File: src/rtl/core/jlsc_pkg.sv
// Shared widths and codes of the jerk-limited profile generator.
package jlsc_pkg;
  localparam int VW    = 32;
  localparam int CW    = 31;
  localparam int DT_W  = 24;
  localparam int OP_W  = 2;
  localparam int MUL_W = 32;
  localparam int DIV_W = 64;

  localparam logic [OP_W-1:0] OP_TICK   = 2'd0;
  localparam logic [OP_W-1:0] OP_TARGET = 2'd1;
  localparam logic [OP_W-1:0] OP_LOAD   = 2'd2;

  localparam logic [1:0] REG_VMAX = 2'd0;
  localparam logic [1:0] REG_AMAX = 2'd1;
  localparam logic [1:0] REG_JMAX = 2'd2;

  localparam logic [CW-1:0] LIMIT_RESET = 31'd65536;
endpackage

File: src/rtl/core/jlsc_if.sv
// Request and result channel interfaces of the profile generator.
interface jlsc_req_if import jlsc_pkg::*; ();
  logic                   valid;
  logic                   ready;
  logic [OP_W-1:0]        operation;
  logic signed [VW-1:0]   target_position;
  logic signed [VW-1:0]   start_position;
  logic signed [VW-1:0]   start_velocity;
  logic signed [VW-1:0]   start_acceleration;
  logic [DT_W-1:0]        time_step;

  modport source (output valid, operation, target_position, start_position,
                  start_velocity, start_acceleration, time_step, input ready);
  modport sink (input valid, operation, target_position, start_position,
                start_velocity, start_acceleration, time_step, output ready);
endinterface

interface jlsc_res_if import jlsc_pkg::*; ();
  logic                 valid;
  logic                 ready;
  logic signed [VW-1:0] position_out;
  logic signed [VW-1:0] velocity_out;
  logic                 done_res;

  modport source (output valid, position_out, velocity_out, done_res, input ready);
  modport sink (input valid, position_out, velocity_out, done_res, output ready);
endinterface

File: src/rtl/core/jlsc_mul.sv
// Bit-serial unsigned shift-add multiplier, one multiplier bit per cycle.
module jlsc_mul import jlsc_pkg::*; (
  input  logic               clk,
  input  logic               rst,
  input  logic               start,
  input  logic [MUL_W-1:0]   a,
  input  logic [MUL_W-1:0]   b,
  output logic               done,
  output logic [2*MUL_W-1:0] prod
);
  localparam int CNT_W = $clog2(MUL_W);

  logic [MUL_W-1:0] mcand;
  logic [MUL_W-1:0] hi;
  logic [MUL_W-1:0] lo;
  logic [CNT_W-1:0] cnt;
  logic             busy;
  logic [MUL_W:0]   sum;

  assign sum  = {1'b0, hi} + (lo[0] ? {1'b0, mcand} : '0);
  assign prod = {hi, lo};

  always_ff @(posedge clk) begin
    if (rst) begin
      busy <= 1'b0;
      done <= 1'b0;
      cnt  <= '0;
    end else begin
      done <= 1'b0;
      if (start) begin
        mcand <= a;
        hi    <= '0;
        lo    <= b;
        cnt   <= '0;
        busy  <= 1'b1;
      end else if (busy) begin
        hi  <= sum[MUL_W:1];
        lo  <= {sum[0], lo[MUL_W-1:1]};
        cnt <= cnt + 1'b1;
        if (cnt == CNT_W'(MUL_W - 1)) begin
          busy <= 1'b0;
          done <= 1'b1;
        end
      end
    end
  end
endmodule

File: src/rtl/core/jlsc_div.sv
// Bit-serial restoring divider, one quotient bit per cycle.
module jlsc_div import jlsc_pkg::*; (
  input  logic             clk,
  input  logic             rst,
  input  logic             start,
  input  logic [DIV_W-1:0] dividend,
  input  logic [MUL_W-1:0] divisor,
  output logic             done,
  output logic [DIV_W-1:0] quot
);
  localparam int CNT_W = $clog2(DIV_W);

  logic [DIV_W-1:0] dq;
  logic [MUL_W-1:0] rem;
  logic [MUL_W-1:0] dvs;
  logic [CNT_W-1:0] cnt;
  logic             busy;
  logic [MUL_W+1:0] diff;
  logic             neg;

  assign diff = {1'b0, rem, dq[DIV_W-1]} - {2'b00, dvs};
  assign neg  = diff[MUL_W+1];
  assign quot = dq;

  always_ff @(posedge clk) begin
    if (rst) begin
      busy <= 1'b0;
      done <= 1'b0;
      cnt  <= '0;
    end else begin
      done <= 1'b0;
      if (start) begin
        dq   <= dividend;
        dvs  <= divisor;
        rem  <= '0;
        cnt  <= '0;
        busy <= 1'b1;
      end else if (busy) begin
        rem  <= neg ? {rem[MUL_W-2:0], dq[DIV_W-1]} : diff[MUL_W-1:0];
        dq   <= {dq[DIV_W-2:0], ~neg};
        cnt  <= cnt + 1'b1;
        if (cnt == CNT_W'(DIV_W - 1)) begin
          busy <= 1'b0;
          done <= 1'b1;
        end
      end
    end
  end
endmodule

File: src/rtl/core/jerk_limited_scurve_profile_top.sv
// Jerk-limited S-curve profile generator: sequencer, state and APB registers.
// Usage:
//   req_in carries one request per valid/ready transfer: operation 0 runs a
//   tick of time_step/2^24 seconds, 1 loads a new target, 2 loads start state.
//   res_out returns one result per request: position, velocity, done flag.
//   APB writes set the velocity, acceleration and jerk limits (0x0, 0x4, 0x8)
//   and must only happen while no request is in flight.
// Sequence:
//   A moving tick runs a serial multiplier (five products) and a serial
//   divider (two quotients) in turn. Target, load, unused operations and
//   ticks that change nothing go straight from idle to the finish state,
//   which loads the result into the output register.
//   One request is worked on at a time; the next is taken as soon as the
//   result sits in the output register.
// Reset:
//   rst clears state to zero with done set and limits to 1.0; no result is
//   pending afterwards.
// Stall:
//   While res_out is stalled the result holds and the next request may be
//   taken; its own result waits until the output register frees up.
module jerk_limited_scurve_profile_top import jlsc_pkg::*; (
  input  logic        clk,
  input  logic        rst,
  jlsc_req_if.sink    req_in,
  jlsc_res_if.source  res_out,
  input  logic        psel,
  input  logic        penable,
  input  logic        pwrite,
  input  logic [3:0]  paddr,
  input  logic [31:0] pwdata,
  output logic [31:0] prdata,
  output logic        pready
);
  typedef enum logic [8:0] {
    S_IDLE = 9'b000000001,
    S_MVV  = 9'b000000010,
    S_D1   = 9'b000000100,
    S_MVA  = 9'b000001000,
    S_D2   = 9'b000010000,
    S_MJD  = 9'b000100000,
    S_MAD  = 9'b001000000,
    S_MVD  = 9'b010000000,
    S_FIN  = 9'b100000000
  } state_t;

  localparam logic signed [33:0] SMAX = 34'sd2147483647;
  localparam logic signed [33:0] SMIN = -34'sd2147483648;

  function automatic logic [31:0] mag(input logic signed [31:0] x);
    mag = x[31] ? (~x + 32'd1) : x;
  endfunction

  function automatic logic signed [33:0] ext(input logic signed [31:0] x);
    ext = {{2{x[31]}}, x};
  endfunction

  function automatic logic signed [31:0] sat(input logic signed [33:0] x);
    if (x > SMAX) sat = 32'sh7fffffff;
    else if (x < SMIN) sat = 32'sh80000000;
    else sat = x[31:0];
  endfunction

  function automatic logic signed [33:0] clampsym(input logic signed [33:0] x,
                                                  input logic [30:0] lim);
    logic signed [33:0] l;
    l = $signed({3'b000, lim});
    if (x > l) clampsym = l;
    else if (x < -l) clampsym = -l;
    else clampsym = x;
  endfunction

  function automatic logic [31:0] qcap(input logic [63:0] q);
    qcap = (q > 64'h0000_0000_8000_0000) ? 32'h8000_0000 : q[31:0];
  endfunction

  function automatic logic signed [33:0] signmag(input logic neg, input logic [31:0] m);
    signmag = neg ? -$signed({2'b00, m}) : $signed({2'b00, m});
  endfunction

  state_t state;
  logic [CW-1:0] vmax, amax, jmax;
  logic signed [VW-1:0] pos, vel, acc, goal;
  logic arrived;
  logic [DT_W-1:0] dt;
  logic signed [VW-1:0] dist_start;
  logic [31:0] stop1;
  logic signed [32:0] tacc;

  logic signed [VW-1:0] opos, ovel;
  logic odone, ovalid;

  logic mul_start, mul_done, div_start, div_done;
  logic [MUL_W-1:0] mul_a, mul_b;
  logic [2*MUL_W-1:0] prod;
  logic [DIV_W-1:0] div_n, quot;
  logic [MUL_W-1:0] div_d;

  logic accept, tick_go, fin_load, cfg_wr;
  logic signed [VW-1:0] dist_now;
  logic [32:0] stop_sum;
  logic [31:0] stop;
  logic dir_pos, against, far;
  logic signed [32:0] tacc_next;
  logic signed [33:0] delta, acc_wide, vel_wide;
  logic signed [VW-1:0] acc_next, vel_next, pos_next, dist_new;
  logic crossed;
  logic [MUL_W-1:0] dt_ext;

  jlsc_mul u_mul (.clk, .rst, .start(mul_start), .a(mul_a), .b(mul_b),
                  .done(mul_done), .prod);
  jlsc_div u_div (.clk, .rst, .start(div_start), .dividend(div_n), .divisor(div_d),
                  .done(div_done), .quot);

  assign pready = 1'b1;
  assign cfg_wr = psel && penable && pwrite;

  always_comb begin
    unique case (paddr[3:2])
      REG_VMAX: prdata = {1'b0, vmax};
      REG_AMAX: prdata = {1'b0, amax};
      REG_JMAX: prdata = {1'b0, jmax};
      default:  prdata = '0;
    endcase
  end

  assign req_in.ready         = (state == S_IDLE);
  assign accept               = req_in.valid && req_in.ready;
  assign tick_go              = (req_in.operation == OP_TICK) && (req_in.time_step != '0) &&
                                (vmax != '0) && (amax != '0) && (jmax != '0);
  assign fin_load             = (state == S_FIN) && (!ovalid || res_out.ready);
  assign res_out.valid        = ovalid;
  assign res_out.position_out = opos;
  assign res_out.velocity_out = ovel;
  assign res_out.done_res     = odone;
  assign dt_ext               = {{(MUL_W-DT_W){1'b0}}, dt};

  assign dist_now = sat(ext(goal) - ext(pos));

  // braking distance and target acceleration
  assign stop_sum  = {1'b0, stop1} + {1'b0, qcap(quot)};
  assign stop      = (stop_sum > 33'h0_7fff_ffff) ? 32'h7fff_ffff : stop_sum[31:0];
  assign dir_pos   = !dist_start[31];
  assign against   = (vel[31] && dir_pos) || (!vel[31] && (vel != '0) && !dir_pos);
  assign far       = mag(dist_start) > stop;
  always_comb begin
    if (against || far) begin
      if (mag(vel) < {1'b0, vmax}) tacc_next = dir_pos ? $signed({2'b00, amax})
                                                       : -$signed({2'b00, amax});
      else tacc_next = '0;
    end else begin
      tacc_next = dir_pos ? -$signed({2'b00, amax}) : $signed({2'b00, amax});
    end
  end

  // jerk-limited acceleration, velocity and position updates
  assign delta    = clampsym({tacc[32], tacc} - ext(acc), prod[54:24]);
  assign acc_wide = clampsym(ext(acc) + delta, amax);
  assign acc_next = acc_wide[31:0];
  assign vel_wide = clampsym(ext(vel) + signmag(acc[31], prod[55:24]), vmax);
  assign vel_next = vel_wide[31:0];
  assign pos_next = sat(ext(pos) + signmag(vel[31], prod[55:24]));
  assign dist_new = sat(ext(goal) - ext(pos_next));
  assign crossed  = (!dist_start[31] && (dist_start != '0) &&
                     (dist_new[31] || dist_new == '0)) ||
                    (dist_start[31] && !dist_new[31]);

  always_comb begin
    mul_start = 1'b0;
    mul_a     = '0;
    mul_b     = '0;
    div_start = 1'b0;
    div_n     = prod;
    div_d     = '0;
    unique case (state)
      S_IDLE: begin
        mul_start = accept && tick_go && !(dist_now == '0 && vel == '0);
        mul_a     = mag(vel);
        mul_b     = mag(vel);
      end
      S_MVV: begin
        div_start = mul_done;
        div_d     = {amax, 1'b0};
      end
      S_D1: begin
        mul_start = div_done;
        mul_a     = mag(vel);
        mul_b     = mag(acc);
      end
      S_MVA: begin
        div_start = mul_done;
        div_d     = {1'b0, jmax};
      end
      S_D2: begin
        mul_start = div_done;
        mul_a     = {1'b0, jmax};
        mul_b     = dt_ext;
      end
      S_MJD: begin
        mul_start = mul_done;
        mul_a     = mag(acc_next);
        mul_b     = dt_ext;
      end
      S_MAD: begin
        mul_start = mul_done;
        mul_a     = mag(vel_next);
        mul_b     = dt_ext;
      end
      S_MVD, S_FIN: begin
      end
      default: begin
      end
    endcase
  end

  always_ff @(posedge clk) begin
    if (rst) begin
      state   <= S_IDLE;
      vmax    <= LIMIT_RESET;
      amax    <= LIMIT_RESET;
      jmax    <= LIMIT_RESET;
      pos     <= '0;
      vel     <= '0;
      acc     <= '0;
      goal    <= '0;
      arrived <= 1'b1;
      ovalid  <= 1'b0;
    end else begin
      if (cfg_wr) begin
        unique case (paddr[3:2])
          REG_VMAX: vmax <= pwdata[CW-1:0];
          REG_AMAX: amax <= pwdata[CW-1:0];
          REG_JMAX: jmax <= pwdata[CW-1:0];
          default: begin
          end
        endcase
      end
      if (fin_load) ovalid <= 1'b1;
      else if (res_out.ready) ovalid <= 1'b0;

      unique case (state)
        S_IDLE: begin
          if (accept) begin
            state      <= S_FIN;
            dt         <= req_in.time_step;
            dist_start <= dist_now;
            priority if (req_in.operation == OP_TICK) begin
              if (tick_go) begin
                if (dist_now == '0 && vel == '0) begin
                  pos     <= goal;
                  vel     <= '0;
                  acc     <= '0;
                  arrived <= 1'b1;
                end else begin
                  state <= S_MVV;
                end
              end
            end else if (req_in.operation == OP_TARGET) begin
              goal    <= req_in.target_position;
              arrived <= 1'b0;
            end else if (req_in.operation == OP_LOAD) begin
              pos     <= req_in.start_position;
              vel     <= req_in.start_velocity;
              acc     <= req_in.start_acceleration;
              goal    <= req_in.start_position;
              arrived <= 1'b1;
            end else begin
            end
          end
        end
        S_MVV: if (mul_done) state <= S_D1;
        S_D1: begin
          if (div_done) begin
            stop1 <= qcap(quot);
            state <= S_MVA;
          end
        end
        S_MVA: if (mul_done) state <= S_D2;
        S_D2: begin
          if (div_done) begin
            tacc  <= tacc_next;
            state <= S_MJD;
          end
        end
        S_MJD: begin
          if (mul_done) begin
            acc   <= acc_next;
            state <= S_MAD;
          end
        end
        S_MAD: begin
          if (mul_done) begin
            vel   <= vel_next;
            state <= S_MVD;
          end
        end
        S_MVD: begin
          if (mul_done) begin
            state <= S_FIN;
            if (crossed) begin
              pos     <= goal;
              vel     <= '0;
              acc     <= '0;
              arrived <= 1'b1;
            end else begin
              pos     <= pos_next;
              arrived <= 1'b0;
            end
          end
        end
        S_FIN: if (fin_load) state <= S_IDLE;
        default: state <= S_IDLE;
      endcase
    end
  end

  always_ff @(posedge clk) begin
    if (fin_load) begin
      opos  <= pos;
      ovel  <= vel;
      odone <= arrived;
    end
  end
endmodule

File: src/flat_wrapper.sv
// flat-port wrapper written by rule: the top's interface ports become plain ports
module jerk_limited_scurve_profile_top_flat import jlsc_pkg::*;
  (clk, rst, psel, penable, pwrite, paddr, pwdata, prdata, pready, req_in_valid, req_in_operation, req_in_target_position, req_in_start_position, req_in_start_velocity, req_in_start_acceleration, req_in_time_step, req_in_ready, res_out_valid, res_out_position_out, res_out_velocity_out, res_out_done_res, res_out_ready);
  jlsc_req_if req_in_i ();
  jlsc_res_if res_out_i ();
  input  logic clk;
  input  logic rst;
  input  logic psel;
  input  logic penable;
  input  logic pwrite;
  input  logic [3:0] paddr;
  input  logic [31:0] pwdata;
  output logic [31:0] prdata;
  output logic pready;
  input wire logic [$bits(req_in_i.valid)-1:0] req_in_valid;
  input wire logic [$bits(req_in_i.operation)-1:0] req_in_operation;
  input wire logic [$bits(req_in_i.target_position)-1:0] req_in_target_position;
  input wire logic [$bits(req_in_i.start_position)-1:0] req_in_start_position;
  input wire logic [$bits(req_in_i.start_velocity)-1:0] req_in_start_velocity;
  input wire logic [$bits(req_in_i.start_acceleration)-1:0] req_in_start_acceleration;
  input wire logic [$bits(req_in_i.time_step)-1:0] req_in_time_step;
  output wire logic [$bits(req_in_i.ready)-1:0] req_in_ready;
  output wire logic [$bits(res_out_i.valid)-1:0] res_out_valid;
  output wire logic [$bits(res_out_i.position_out)-1:0] res_out_position_out;
  output wire logic [$bits(res_out_i.velocity_out)-1:0] res_out_velocity_out;
  output wire logic [$bits(res_out_i.done_res)-1:0] res_out_done_res;
  input wire logic [$bits(res_out_i.ready)-1:0] res_out_ready;
  assign req_in_i.valid = req_in_valid;
  assign req_in_i.operation = req_in_operation;
  assign req_in_i.target_position = req_in_target_position;
  assign req_in_i.start_position = req_in_start_position;
  assign req_in_i.start_velocity = req_in_start_velocity;
  assign req_in_i.start_acceleration = req_in_start_acceleration;
  assign req_in_i.time_step = req_in_time_step;
  assign req_in_ready = req_in_i.ready;
  assign res_out_valid = res_out_i.valid;
  assign res_out_position_out = res_out_i.position_out;
  assign res_out_velocity_out = res_out_i.velocity_out;
  assign res_out_done_res = res_out_i.done_res;
  assign res_out_i.ready = res_out_ready;
  jerk_limited_scurve_profile_top u_core (.clk(clk), .rst(rst), .req_in(req_in_i), .res_out(res_out_i), .psel(psel), .penable(penable), .pwrite(pwrite), .paddr(paddr), .pwdata(pwdata), .prdata(prdata), .pready(pready));
endmodule
File: config.mk
export PLATFORM = sky130hd
export DESIGN_NAME = jerk_limited_scurve_profile_top_flat
export DESIGN_NICKNAME = d
export VERILOG_FILES = /design/src/rtl/core/jlsc_pkg.sv /design/src/rtl/core/jlsc_if.sv /design/src/rtl/core/jlsc_mul.sv /design/src/rtl/core/jlsc_div.sv /design/src/rtl/core/jerk_limited_scurve_profile_top.sv /design/src/flat_wrapper.sv
export SDC_FILE = /design/constraint.sdc
export NUM_CORES = 2
export LEC_CHECK = 0
export ABC_AREA = 1
export ABC_CLOCK_PERIOD_IN_PS = 10020
export BUFFER_PORTS_ARGS = -buffer_cell sky130_fd_sc_hd__buf_2
export CELL_PAD_IN_SITES_DETAIL_PLACEMENT = 1
export CELL_PAD_IN_SITES_GLOBAL_PLACEMENT = 1
export CORE_MARGIN = 8
export CORE_UTILIZATION = 42
export CTS_CLUSTER_SIZE = 30
export DETAILED_ROUTE_END_ITERATION = 8
export HOLD_SLACK_MARGIN = 0.12
export PLACE_DENSITY = 0.83
export SLEW_MARGIN = 0
export SYNTH_ARGS = -nofsm -noshare
export SYNTH_HDL_FRONTEND = slang
export SYNTH_SLANG_ARGS = --single-unit
File: constraint.sdc
create_clock -name clk -period 10.02 [get_ports clk]
set_input_delay 0.501 -clock clk [delete_from_list [all_inputs] [get_ports clk]]
set_output_delay 0.501 -clock clk [all_outputs]
set_load 0.01 [all_outputs]
-- Yosys cells after proc, flatten, opt, wreduce, memory -nomap -nowiden
Index checks and enable logic that the tools add are counted.
- add/subtract/negate cells: 21
- reductions and logical operators: 70
- bitwise logic cells: 10
- muxes and demuxes: 97
- $lt $le $gt $ge: 16
- eq/ne operators: 30
- operators with widths (cell ; number):
    $mux 32 ; 46
    $pmux 32 s3 ; 3
    $add 32x1->32 const B ; 5
    $not 32->32 ; 5
    $mux 34 ; 4
    $mux 33 ; 4
    $mux 64 ; 2
    $pmux 32 s2 ; 2
    $pmux 32 s4 ; 1
    $mux 9 ; 12
    $add 32x34->34 ; 3
    $gt 34x32->1 ; 3
    $gt 34x32->1 const B ; 3
    $lt 34x32->1 const B ; 3
    $lt 34x34->1 ; 3
    $neg 31->34 ; 3
    $logic_not 32->1 ; 3
    $pmux 31 s3 ; 1
    $reduce_bool 31->1 ; 3
    $pmux 9 s9 ; 1
    $sub 33x32->34 ; 2
    $sub 32x32->33 ; 2
    $gt 64x32->1 const B ; 1
    $reduce_bool 32->1 ; 2
    other kinds (45) ; 127
- logic and storage cells: 273
- register bits: 657
- input bits: 197
- output and inout port bits: 100

-- Longest topological paths before layout
- word-level depth: 17
- gate-level depth with buffers: 80
- gate-level depth less buffers: 78

-- Hierarchy
A second synthesis with hierarchy kept.
- cell total of the unflattened synthesis: 9194
- area, all modules: 61861.8 um^2
- by module, submodules not included (module ; area each (um^2) ; sequential area each (um^2) ; instances ; cells an instance):
    jerk_limited_scurve_profile_top ; 47144.0 ; 10229.8 ; 1 ; 7246
    jlsc_div ; 8287.9 ; 4003.8 ; 1 ; 1095
    jlsc_mul ; 6429.9 ; 3022.9 ; 1 ; 853

-- Worst setup path before layout
Ideal clock, no wire load.
- path type: register -> register
- from: register u_core.tacc[0]
- to: register u_core.u_mul.mcand[20], data pin
- setup time: 256 ps
- setup slack: -142 ps
- data required time: 9764 ps
- clock period less this slack: 10162 ps
- buffers on the path: 3
- cell stages (with the launch flop): 73
- arrival: 9907 ps
- cells stage by stage: edfxtp_1 -> inv_1 -> ha_1 -> inv_1 -> fa_1 -> nand2_1 -> nand2_1 -> a21oi_1 -> o21ai_1 -> a21boi_1 -> o21ai_2 -> a21oi_1 -> inv_1 -> a21oi_1 -> o21ai_0 -> nand4_1 -> nand2_1 -> xor2_1 -> [... 37 more ...] -> nand3_1 -> or2_2 -> nand2_1 -> clkbuf_1 -> nand2_1 -> o21ai_0 -> nand2_1 -> o21ai_0 -> ha_1 -> nand3_1 -> nor2_2 -> nand2_1 -> nor2_1 -> nand3_1 -> nand2_1 -> o21ai_0 -> o21ai_1 -> nand2_1
- longest elaborated chain between the ends: 12
- ends and longest elaborated chain (element ; RTL line ; text):
    start, declared ; jerk_limited_scurve_profile_top.sv:87 ; logic signed [32:0] tacc;
    start signal, assigned ; jerk_limited_scurve_profile_top.sv:280 ; tacc <= tacc_next;
    $sub 33x32->34 (*) ; jerk_limited_scurve_profile_top.sv:156 ; assign delta = clampsym({tacc[32], tacc} - ext(acc), prod[54:24]);
    $lt 34x34->1 ; jerk_limited_scurve_profile_top.sv:68 ; else if (x < -l) clampsym = -l;
    $mux 34 ; jerk_limited_scurve_profile_top.sv:68 ;
    $mux 34 (*) ; jerk_limited_scurve_profile_top.sv:67 ; if (x > l) clampsym = l;
    $add 32x34->34 (*) ; jerk_limited_scurve_profile_top.sv:157 ; assign acc_wide = clampsym(ext(acc) + delta, amax);
    $lt 34x34->1 ; jerk_limited_scurve_profile_top.sv:68 ;
    $mux 32 ; jerk_limited_scurve_profile_top.sv:68 ;
    $mux 32 (*) ; jerk_limited_scurve_profile_top.sv:67 ;
    $not 32->32 ; jerk_limited_scurve_profile_top.sv:50 ; mag = x[31] ? (~x + 32'd1) : x;
    $add 32x1->32 ; jerk_limited_scurve_profile_top.sv:50 ;
    $mux 32 (*) ; jerk_limited_scurve_profile_top.sv:50 ;
    $pmux 32 s4 (*) ; jerk_limited_scurve_profile_top.sv:174 ; unique case (state)
    via u_core.mul_a[20] ; jerk_limited_scurve_profile_top.sv:93 ; logic [MUL_W-1:0] mul_a, mul_b;
    end signal, assigned ; jlsc_mul.sv:31 ; mcand <= a;
    end, declared ; jlsc_mul.sv:13 ; logic [MUL_W-1:0] mcand;
Mark *: on every way through the listed nets, which the timed path passes. The rest lies on a longest branch.
A chain may end at the register's enable or synchronous reset.

-- Worst setup path in the final report
- from: register u_core.u_mul.lo[25]
- to: register u_core.u_mul.mcand[20], data pin
- longest elaborated chain between the ends: 12
- ends and longest elaborated chain (element ; RTL line ; text):
    start, declared ; jlsc_mul.sv:15 ; logic [MUL_W-1:0] lo;
    start signal, assigned ; jlsc_mul.sv:38 ; lo <= {sum[0], lo[MUL_W-1:1]};
    $neg 31->34 ; jerk_limited_scurve_profile_top.sv:68 ;
    $lt 34x34->1 ; jerk_limited_scurve_profile_top.sv:68 ;
    $mux 34 ; jerk_limited_scurve_profile_top.sv:68 ;
    $mux 34 ; jerk_limited_scurve_profile_top.sv:67 ;
    $add 32x34->34 ; jerk_limited_scurve_profile_top.sv:157 ;
    $lt 34x34->1 ; jerk_limited_scurve_profile_top.sv:68 ;
    $mux 32 ; jerk_limited_scurve_profile_top.sv:68 ;
    $mux 32 ; jerk_limited_scurve_profile_top.sv:67 ;
    $not 32->32 ; jerk_limited_scurve_profile_top.sv:50 ;
    $add 32x1->32 ; jerk_limited_scurve_profile_top.sv:50 ;
    $mux 32 ; jerk_limited_scurve_profile_top.sv:50 ;
    $pmux 32 s4 (*) ; jerk_limited_scurve_profile_top.sv:174 ;
    via u_core.mul_a[20] ; jerk_limited_scurve_profile_top.sv:93 ;
Marked as above.

==> results.toml <==
[logic_synthesis]
synthDistinctLibCells = 71
synthCells = 8330
synth_warnings = 0
synth_ff_type = "edfxtp_1"
yosysSeqAreaShare_pct = 29.4
postSynthAreaPerCell_um2 = 7.05
synth_area_leaders = "edfxtp_1 (21%), nand2_1 (12%), ha_1 (12%)"
synth_edf_count = 410
ys_seq_elements = 657
synth_top_area_share_pct = 21.0
async_flop_share_pct = 0
syn_area_mm2 = 0.0588
synth_top_area_cell = "edfxtp_1"

[timing]
drv_slew = 0
setup_viol_count_final = 34
finalSetupTns_ns = -6.99
max_freq_mhz = 96.7
period_share_pct = 103
whs_ns = 0.144
period_needed_ns = 10.34
skew_ns = 0.0435
rsz0062_at_grt = "yes"
tightest_slew_ns = 1.33
finalHoldViolCount = 0
setup_slack_ns = -0.320
slew_headroom_pct = 11.4

[detailed_routing]
remaining_drc_errors = 0
dr_total_vias = 70000
first_pass_iters = 6
via_per_inst = 6.17
antenna_left = 0
wl_um = 340000
wl_per_cell_um = 30.0
dr.first_iter.drc_count = 8579

[critical_path]
r2r_start = "u_core.u_mul.lo[25]"
critPathKind = "reg2reg"
arrival_ns = 10.81
r2r_end = "u_core.u_mul.mcand[20]"
crit_required_ns = 10.49
crit_path_start_kind = "flip-flop"
rr_worst_depth = 75
cp_slowest_stage_delay_ns = 0.43
cp-end-kind = "flip-flop"
critPathMaxFanout = 6
cpMostUsedCell = "buf_4"
cp_slowest_cell = "edfxtp_1"
regToRegSetupSlack_ns = -0.32

[cells_and_area]
final_cell_mix = "nand2_1 (1767), buf_4 (891), inv_1 (844)"
layout-drive-gt1-share_pct = 20.8
fillers = 17600
largest_register_ffs = 64
area_delta_synth_final_pct = 27.1
nets = 10200
final_common_cell = "nand2_1"

[floorplan]
dieArea_mm2 = 0.152
rows = 137
die_h_um = 390
core_mm2 = 0.139
start_util_pct = 42.2
ios = 297
die_w_um = 390

[cts]
clk_latency_ns = 0.75
clkTransAtPathRegs_ns = 0.06
cts_tree = "done"
cts_made_buffers = 85
cts_sinks = 657
clockBufferDepth = 3
h-tree-depth = 3
cts-root-buf = "clkbuf_16"

[power]
p_per_area_mw_per_mm2 = 446
peakVddDrop_v = 0.000366
leakagePower_nw = 34.2

[min_path]
hold-path-cell-count = 3
hold_path_end = "u_core.goal[6]"
min-delay-start = "req_in_target_position[6]"
hp-class = "in2reg"

[global_routing]
globalRouteTotalUtil_pct = 41.9
overflow = 0
antenna_found_initial = 46
grt_pass1_wl_um = 473000
grt_pass1_vias = 68300
grt_max_degree = 94

[run_status]
status = "finished, violations left"
violations = "setup timing"

[placed_design]
port_buffers = 291
gp_congestion = 1.11
dpl_worst_slack_ns = -1.23
dp_hpwl_um = 267000

[flow_run]
max_cap_viol_count = 0
-- worst max-delay path by stage --
stage | from | end | slack [ns] | depth (start not counted)
finish | u_core.u_mul.lo[25] | u_core.u_mul.mcand[20] | -0.32 | 75
global route | u_core.tacc[0] | u_core.u_mul.mcand[18] | -0.69 | 68
CTS | u_core.u_mul.lo[24] | u_core.u_mul.mcand[26] | -0.09 | 70
detailed placement | u_core.u_mul.lo[24] | u_core.u_mul.mcand[29] | -1.23 | 67
global placement | u_core.u_mul.lo[24] | u_core.u_mul.mcand[11] | -0.89 | 70
floorplan | u_core.tacc[0] | u_core.u_mul.mcand[20] | 0.04 | 72
-- critical path, delay by kind of cell (launching register included) --
family                   cells  cell delay [ns]
buffers and inverters       34             4.33
AND/OR/NAND/NOR             28             3.14
AO/OA/AOI/OAI                9             1.33
adder cells (fa/ha/maj)      4             0.86
flip-flops                   1             0.43
-- what timing repair did --
action	4_1_cts	5_1_grt
hold buffers	50	0
endpoints found under the hold margin	52	0
gates cloned	6	4
setup endpoints to repair	78	162
resized for setup	271	423
pin swaps	110	193
buffers inserted	75	55
-- through the flow --
step	cell area (um2)	util (%)	total power, mW	std cells
after CTS	72600	52.2	30.0	11300
after detailed placement	67600	48.6	25.1	11000
after global routing	74700	53.7	34.6	11300
after floorplan	58800	-	14.8	8331
after global placement	67600	48.6	24.6	11000
final	74700	53.7	33.3	11400
-- Yosys cell counts (21+ instances only) --
master,number
nand3b_1,80
o21a_1,26
buf_2,28
o21bai_1,24
a32o_1,23
dfxtp_1,247
o211ai_1,79
ha_1,548
nand3_1,383
a31oi_1,43
inv_2,21
edfxtp_1,410
xor2_1,242
o221ai_1,47
nor3_1,126
o22ai_1,76
nand2_1,1885
o21ai_1,35
nor4_1,53
or2_2,41
xnor2_1,111
a21oi_1,767
clkbuf_1,251
inv_1,882
o21ai_0,648
nand4_1,147
nand2_2,30
a211oi_1,92
nor2_1,726
-- kinds of logic after synthesis --
logic type	count (synthesis)	share of synthesized area, %
simple gates	3540	25.9
compound gates	1975	19.1
buf+inv	1245	8.31
flops	657	29.4
fa+ha+maj	557	12.0
xor+xnor	353	5.26
other cells	2	0.0128
mux	1	0.0170
-- where the power goes --
part           leakage, nW  switching, mW  internal [mW]  total, mW
clock network         1.37           1.47           1.77       3.24
registers             5.75          0.409           3.41       3.82
logic                 27.1           16.5           9.71       26.2
total                 34.2           18.4           14.9       33.3
-- area by class of cell --
type                    instances  area, um2  share of cell area, %
multi-input cells            6431      39000                   52.2
diodes                         12       30.0                 0.0402
well taps                    1876       2350                   3.14
inverters                     921       3490                   4.67
flip-flops and latches        657      17300                   23.1
clock inverters                48        513                  0.687
clock buffers                 108       2320                   3.10
repair buffers               1300       9760                   13.1
-- metal layers --
layer	track usage, %	vias up	part of all wire [%]
met2	62.0	3942	42
met5	0	-	0.049
met4	20.4	22	6.2
met1	56.2	34500	41
met3	11.7	845	12
li1	-	30700	-
Note: power is estimated with default switching activity, not from simulation.
